[config.mk]
export PLATFORM = sky130hd
export DESIGN_NAME = morse_character_keyer
export DESIGN_NICKNAME = d
export VERILOG_FILES = /design/src/rtl/mck_pkg.sv /design/src/rtl/morse_character_keyer.sv
export SDC_FILE = /design/constraint.sdc
export NUM_CORES = 1
export LEC_CHECK = 0
export BUFFER_PORTS_ARGS = -buffer_cell sky130_fd_sc_hd__buf_2
export CAP_MARGIN = 20
export CORE_UTILIZATION = 34
export CTS_CLUSTER_SIZE = 10
export DETAILED_ROUTE_END_ITERATION = 8
export PLACE_DENSITY = 0.52
export SYNTH_ARGS = -nofsm -noshare
export SYNTH_HDL_FRONTEND = slang
export SYNTH_SLANG_ARGS = --single-unit
export TNS_END_PERCENT = 50
[constraint.sdc]
create_clock -name clk -period 11.4 [get_ports clk]
set_clock_uncertainty 0.1 [all_clocks]
set_input_delay 1.14 -clock clk [delete_from_list [all_inputs] [get_ports clk]]
set_output_delay 1.14 -clock clk [all_outputs]
set_load 0.05 [all_outputs]
[src/rtl/mck_pkg.sv]
// Package for the Morse character keyer: phase codes, register indexes and code table.
package mck_pkg;

  localparam int UnitW = 16;
  localparam int GapW  = 3;
  localparam int PatW  = 5;
  localparam int CntW  = 3;

  localparam logic [1:0] PH_IDLE = 2'd0;
  localparam logic [1:0] PH_ON   = 2'd1;
  localparam logic [1:0] PH_OFF  = 2'd2;
  localparam logic [1:0] PH_GAP  = 2'd3;

  localparam logic [1:0] REG_UNIT_TICKS = 2'd0;
  localparam logic [1:0] REG_GAP_UNITS  = 2'd1;
  localparam logic [1:0] REG_ACT_LOW    = 2'd2;

  localparam logic [UnitW-1:0] UNIT_TICKS_RST = 16'd400;
  localparam logic [GapW-1:0]  GAP_UNITS_RST  = 3'd3;

  // elements after the first, and element pattern (bit 0 first, 1 = dash)
  typedef struct packed {
    logic [CntW-1:0] rest;
    logic [PatW-1:0] bits;
  } morse_t;

  typedef struct packed {
    logic   valid;
    morse_t code;
  } lookup_t;

  localparam morse_t LETTERS [26] = '{
    '{3'd1, 5'b00010}, '{3'd3, 5'b00001}, '{3'd3, 5'b00101}, '{3'd2, 5'b00001},
    '{3'd0, 5'b00000}, '{3'd3, 5'b00100}, '{3'd2, 5'b00011}, '{3'd3, 5'b00000},
    '{3'd1, 5'b00000}, '{3'd3, 5'b01110}, '{3'd2, 5'b00101}, '{3'd3, 5'b00010},
    '{3'd1, 5'b00011}, '{3'd1, 5'b00001}, '{3'd2, 5'b00111}, '{3'd3, 5'b00110},
    '{3'd3, 5'b01011}, '{3'd2, 5'b00010}, '{3'd2, 5'b00000}, '{3'd0, 5'b00001},
    '{3'd2, 5'b00100}, '{3'd3, 5'b01000}, '{3'd2, 5'b00110}, '{3'd3, 5'b01001},
    '{3'd3, 5'b01101}, '{3'd3, 5'b00011}
  };

  localparam morse_t DIGITS [10] = '{
    '{3'd4, 5'b11111}, '{3'd4, 5'b11110}, '{3'd4, 5'b11100}, '{3'd4, 5'b11000},
    '{3'd4, 5'b10000}, '{3'd4, 5'b00000}, '{3'd4, 5'b00001}, '{3'd4, 5'b00011},
    '{3'd4, 5'b00111}, '{3'd4, 5'b01111}
  };

  function automatic lookup_t morse_lookup(input logic [7:0] c);
    lookup_t r;
    logic [7:0] off;
    r = '0;
    off = '0;
    if (c >= 8'h41 && c <= 8'h5A) begin
      off = c - 8'h41;
      r.valid = 1'b1;
      r.code = LETTERS[off[4:0]];
    end else if (c >= 8'h30 && c <= 8'h39) begin
      off = c - 8'h30;
      r.valid = 1'b1;
      r.code = DIGITS[off[3:0]];
    end
    return r;
  endfunction

endpackage

[src/rtl/morse_character_keyer.sv]
// Morse character keyer: table lookup, unit timing and lamp drive in one pass per word.
//
// Input stream: s_axis_tuser = 0 is a time tick, 1 sends the character in
// s_axis_tdata (ASCII A-Z or 0-9). Every input word gives one result word on
// the m_axis side, held in an output register: lamp pin level, busy flag,
// character-done flag and rejected flag.
// The result is registered and valid in the cycle after acceptance; one word
// per cycle is sustained while the receiver takes each result.
// While the receiver stalls with a result pending, s_axis_tready drops; it
// rises again in the cycle the pending result is taken, so a new word can be
// accepted at the same edge the old result leaves.
// Configuration words (index 0 unit_ticks, 1 letter_gap_units, 2
// lamp_active_low) are taken every cycle on the cfg channel; other indexes
// are ignored. A send while a character is in progress, or of a code outside
// the table, is refused with rejected set.
// Synchronous reset (rst high) returns to idle with unit_ticks 400, a three
// unit letter gap, active-low lamp and no result pending.
module morse_character_keyer (
  input  logic        clk,
  input  logic        rst,
  input  logic        s_axis_tvalid,
  output logic        s_axis_tready,
  input  logic [7:0]  s_axis_tdata,   // char_code
  input  logic        s_axis_tuser,   // cmd
  output logic        m_axis_tvalid,
  input  logic        m_axis_tready,
  output logic [7:0]  m_axis_tdata,   // pin_level, busy_res, char_done, rejected, zero fill
  input  logic        cfg_valid,
  output logic        cfg_ready,
  input  logic [1:0]  cfg_index,
  input  logic [15:0] cfg_data
);
  import mck_pkg::*;

  logic [UnitW-1:0] unit_ticks;
  logic [GapW-1:0]  gap_units;
  logic             act_low;

  logic [PatW-1:0]  pattern_bits, pattern_bits_next;
  logic [CntW-1:0]  elements_left, elements_left_next;
  logic [1:0]       phase, phase_next;
  logic [UnitW-1:0] tick_count, tick_count_next;
  logic [CntW-1:0]  units_left, units_left_next;

  logic             accept;
  logic             done, rej;
  logic [UnitW-1:0] limit;
  logic [UnitW-1:0] tick_inc;
  logic [CntW-1:0]  units_dec;
  lookup_t          lk;
  logic [3:0]       res;

  assign cfg_ready     = 1'b1;
  assign s_axis_tready = !m_axis_tvalid || m_axis_tready;
  assign accept        = s_axis_tvalid && s_axis_tready;

  assign limit     = (unit_ticks == '0) ? UnitW'(1) : unit_ticks;
  assign tick_inc  = tick_count + UnitW'(1);
  assign units_dec = units_left - CntW'(1);
  assign lk        = morse_lookup(s_axis_tdata);

  always_ff @(posedge clk) begin
    if (rst) begin
      unit_ticks <= UNIT_TICKS_RST;
      gap_units  <= GAP_UNITS_RST;
      act_low    <= 1'b1;
    end else if (cfg_valid) begin
      unique case (cfg_index)
        REG_UNIT_TICKS: unit_ticks <= cfg_data;
        REG_GAP_UNITS:  gap_units  <= cfg_data[GapW-1:0];
        REG_ACT_LOW:    act_low    <= cfg_data[0];
        default: ;
      endcase
    end
  end

  always_comb begin
    pattern_bits_next  = pattern_bits;
    elements_left_next = elements_left;
    phase_next         = phase;
    tick_count_next    = tick_count;
    units_left_next    = units_left;
    done = 1'b0;
    rej  = 1'b0;
    if (s_axis_tuser) begin
      if (phase != PH_IDLE || !lk.valid) begin
        rej = 1'b1;
      end else begin
        // load and start the first element at once
        units_left_next    = lk.code.bits[0] ? CntW'(3) : CntW'(1);
        pattern_bits_next  = lk.code.bits >> 1;
        elements_left_next = lk.code.rest;
        phase_next         = PH_ON;
        tick_count_next    = '0;
      end
    end else if (phase != PH_IDLE) begin
      tick_count_next = tick_inc;
      if (tick_inc >= limit) begin
        tick_count_next = '0;
        units_left_next = units_dec;
        if (units_dec == '0) begin
          unique case (phase)
            PH_ON: begin
              phase_next      = PH_OFF;
              units_left_next = CntW'(1);
            end
            PH_OFF: begin
              if (elements_left != '0) begin
                elements_left_next = elements_left - CntW'(1);
                units_left_next    = pattern_bits[0] ? CntW'(3) : CntW'(1);
                pattern_bits_next  = pattern_bits >> 1;
                phase_next         = PH_ON;
              end else if (gap_units != '0) begin
                phase_next      = PH_GAP;
                units_left_next = gap_units;
              end else begin
                phase_next         = PH_IDLE;
                pattern_bits_next  = '0;
                elements_left_next = '0;
                done               = 1'b1;
              end
            end
            default: begin
              phase_next         = PH_IDLE;
              pattern_bits_next  = '0;
              elements_left_next = '0;
              done               = 1'b1;
            end
          endcase
        end
      end
    end
  end

  // result fields, lowest bit first
  assign res = {rej, done, (phase_next != PH_IDLE), (phase_next == PH_ON) ^ act_low};

  always_ff @(posedge clk) begin
    if (rst) begin
      pattern_bits  <= '0;
      elements_left <= '0;
      phase         <= PH_IDLE;
      tick_count    <= '0;
      units_left    <= '0;
      m_axis_tvalid <= 1'b0;
    end else begin
      if (accept) begin
        pattern_bits  <= pattern_bits_next;
        elements_left <= elements_left_next;
        phase         <= phase_next;
        tick_count    <= tick_count_next;
        units_left    <= units_left_next;
        m_axis_tvalid <= 1'b1;
      end else if (m_axis_tready) begin
        m_axis_tvalid <= 1'b0;
      end
    end
  end

  always_ff @(posedge clk) begin
    if (accept) begin
      m_axis_tdata <= {4'b0000, res};
    end
  end

endmodule
==> flow_metrics.tcl <==
set metrics [dict create \
    worst_setup_path_start_kind "register" \
    worstMarginPinSlew_ns 1.03 \
    path_buf_inv 0 \
    groute.usage.overall_pct 16.0 \
    routed_via_density 5.18 \
    finalCriticalPeriod_ns 4.34 \
    drtIter0Drc 207 \
    rsz0062_at_grt "no" \
    worstSetupPathType "reg2reg" \
    vdd_drop_max_mv 0.0342 \
    cts_tree "done" \
    hold_class "reg2reg" \
    synth_edf_count 4 \
    root_buffer "clkbuf_8" \
    antenna_found_initial 0 \
    grt_pass1_vias 3071 \
    netlist.area_leader.share_pct 26.8 \
    drc 0 \
    cts_buffers 5 \
    synthFlopType "dfxtp_1" \
    period_share_pct 38.0 \
    avgSynthCellArea_um2 7.85 \
    antenna_left 0 \
    critPathSlowestCell "or4b_1" \
    holdPathStages 2 \
    crit_top_cell "and3_1" \
    drv_slew 0 \
    drive_above_1_share_pct 12.8 \
    ys_async_sr_fraction_pct 0 \
    die_y_um 106 \
    placementRows 37 \
    n_antenna_cell 0 \
    final_nets 555 \
    crit_arrival_ns 4.47 \
    synth.top_cells.by_area "dfxtp_1, ha_1, nand2_1, a21oi_1, inv_1" \
    reg2reg_from "tick_count[0]$_SDFFE_PP0P_" \
    critical_path.top_delay_family "simple AND/OR/NAND/NOR gates" \
    htree_levels 2 \
    power_density_mw_per_mm2 92.7 \
    grt_pass1_wl_um 14600 \
    syn2layout_area_growth_pct 9.44 \
    max_freq_mhz 231 \
    clock_tree.buffer_depth 2 \
    status "completed" \
    drtPass1Iterations 4 \
    setup_viol 0 \
    r2r_setup_slack_ns 7.06 \
    die_area_mm2 0.0112 \
    cp.required_ns 11.54 \
    ys.warnings.count 0 \
    seq_area_frac_synth_pct 30.1 \
    postCtsHoldBufs 0 \
    clkTransAtPathRegs_ns 0.09 \
    ys_types 63 \
    endpoint_kind "register" \
    crit_path_max_incr_delay_ns 0.61 \
    synthCells 466 \
    port_buffers 37 \
    path_cells "ha_1, and3_1, and3_1, and3_1, nand3_1, xnor2_1, ha_1, nand4_2, nor4_2, a22oi_2, a211oi_4, a32oi_1, or4b_1, a21oi_1" \
    post_cts_buffers 0 \
    r2r-end "pattern_bits[3]$_SDFFE_PP0P_" \
    drv_cap 0 \
    hold-path-endpoint "pattern_bits[3]$_SDFFE_PP0P_" \
    critPathMaxFanout 11 \
    pin_count 43 \
    post_drt_wl_per_cell_um 13.7 \
    p_leak_uw 0.00164 \
    rr_worst_depth 14 \
    dp_hpwl_um 6460 \
    wl_um 8620 \
    gp_routability_congestion 0.871 \
    initial_core_util_pct 35.3 \
    yosysTopAreaCell "dfxtp_1" \
    yosys_register_bits 53 \
    clkLatencyLatePin_ns 0.31 \
    hp-start "pattern_bits[3]$_SDFFE_PP0P_" \
    vias 3253 \
    slew_headroom_pct 31.6 \
    cts_resized 0 \
    core_area_mm2 0.0104 \
    whs_ns 0.366 \
    die_w_um 106 \
    final-hold-violation-count 0 \
    final.setup.tns_ns 0 \
    yosys-top-cells-count "nand2_1, dfxtp_1, a21oi_1" \
    grt_remaining_overflow 0 \
    grt_max_degree 42 \
    synth_area_mm2 0.00366 \
    yosysMostFrequentCell "nand2_1" \
    clkSinkCount 53 \
]
cell type report:
| type | count | area [um^2] |
|---|---|---|
| Tap cell | 136 | 170 |
| Sequential cell | 53 | 1100 |
| Clock buffer | 6 | 72.6 |
| Inverter | 40 | 150 |
| Timing Repair Buffer | 38 | 196 |
| Clock inverter | 2 | 10.0 |
| Fill cell | 1101 | 6370 |
| Multi-Input combinational cell | 353 | 2300 |
registers in the layout (all words and copies together), names as in the netlist:
name and flops:
act_low 1, elements_left 3, gap_units 3, m_axis_tdata 4
m_axis_tvalid 1, pattern_bits 4, phase 2, tick_count 16
unit_ticks 16, units_left 3
how the worst max path moves through the flow:
stage / cells past startpoint / startpoint / slack, ns / to
global route: 13 / tick_count[2]$_SDFFE_PP0P_ / 6.69 / pattern_bits[3]$_SDFFE_PP0P_
detailed placement: 10 / s_axis_tdata[0] / 7.03 / tick_count[4]$_SDFFE_PP0P_
floorplan: 15 / tick_count[0]$_SDFFE_PP0P_ / 7.77 / pattern_bits[3]$_SDFFE_PP0P_
CTS: 14 / tick_count[0]$_SDFFE_PP0P_ / 7.02 / pattern_bits[3]$_SDFFE_PP0P_
global placement: 14 / tick_count[0]$_SDFFE_PP0P_ / 7.02 / pattern_bits[3]$_SDFFE_PP0P_
finish: 14 / tick_count[0]$_SDFFE_PP0P_ / 7.06 / pattern_bits[3]$_SDFFE_PP0P_
cell usage in the layout (no fill, tap or decap), types with 2 or more instances in the layout:
cell type / n
a211oi_1: 5
a21oi_1: 47
a221o_1: 3
a22o_1: 2
a22oi_1: 6
a311oi_1: 3
a31oi_1: 2
a32oi_1: 2
and3_1: 5
buf_2: 37
clkbuf_8: 5
clkinv_2: 2
conb_1: 5
dfxtp_1: 49
edfxtp_1: 4
ha_1: 32
inv_1: 39
mux2i_1: 10
nand2_1: 70
nand2b_1: 6
nand3_1: 15
nand3b_1: 6
nand4_1: 4
nor2_1: 33
nor3_1: 8
nor3b_1: 3
nor4_1: 4
o211ai_1: 6
o21ai_0: 21
o21bai_1: 3
o221a_2: 2
o221ai_1: 2
or2_2: 3
or3b_2: 2
xnor2_1: 11
xor2_1: 7
layer usage:
metal	vias up	track usage (%)	wire [um]
met2	61	26.9	4000
met4	0	4.46	85
met3	6	2.29	241
li1	1682	-	-
met5	-	0	0
met1	1504	21.2	4290
worst min-delay path, cell delays in order, from the launching register on:
cell and delay [ns]:
dfxtp_1 0.33, nand2_1 0.05, a21oi_1 0.05
power breakdown:
group	internal, uW	total (uW)	leakage, uW	switching [uW]
logic	24.4	70.5	0.00116	46.1
clock network	42.8	104	0.0000450	61.5
registers	193	196	0.000437	3.53
total	260	371	0.00164	111
kinds of logic after synthesis:
| group | synth area share (%) |
|---|---|
| other | 0.205 |
| muxes | 3.66 |
| AOI/OAI and AO/OA | 21.1 |
| buffers and inverters | 7.39 |
| adders and majority gates | 10.9 |
| DFF | 30.1 |
| xor gates and xnor gates | 4.31 |
| and+or+nand+nor | 22.3 |
per-stage QoR:
stage	instances	power [uW]	worst slack [ns]	util [%]	instance area, um^2
finish	628	371	7.06	38.6	4000
global route	628	392	6.69	38.6	4000
CTS	627	377	7.02	38.5	3990
detailed placement	619	271	7.03	37.7	3910
global placement	619	270	7.02	37.7	3910
floorplan	469	252	7.77	-	3670
(Power assumes the default switching activity.)
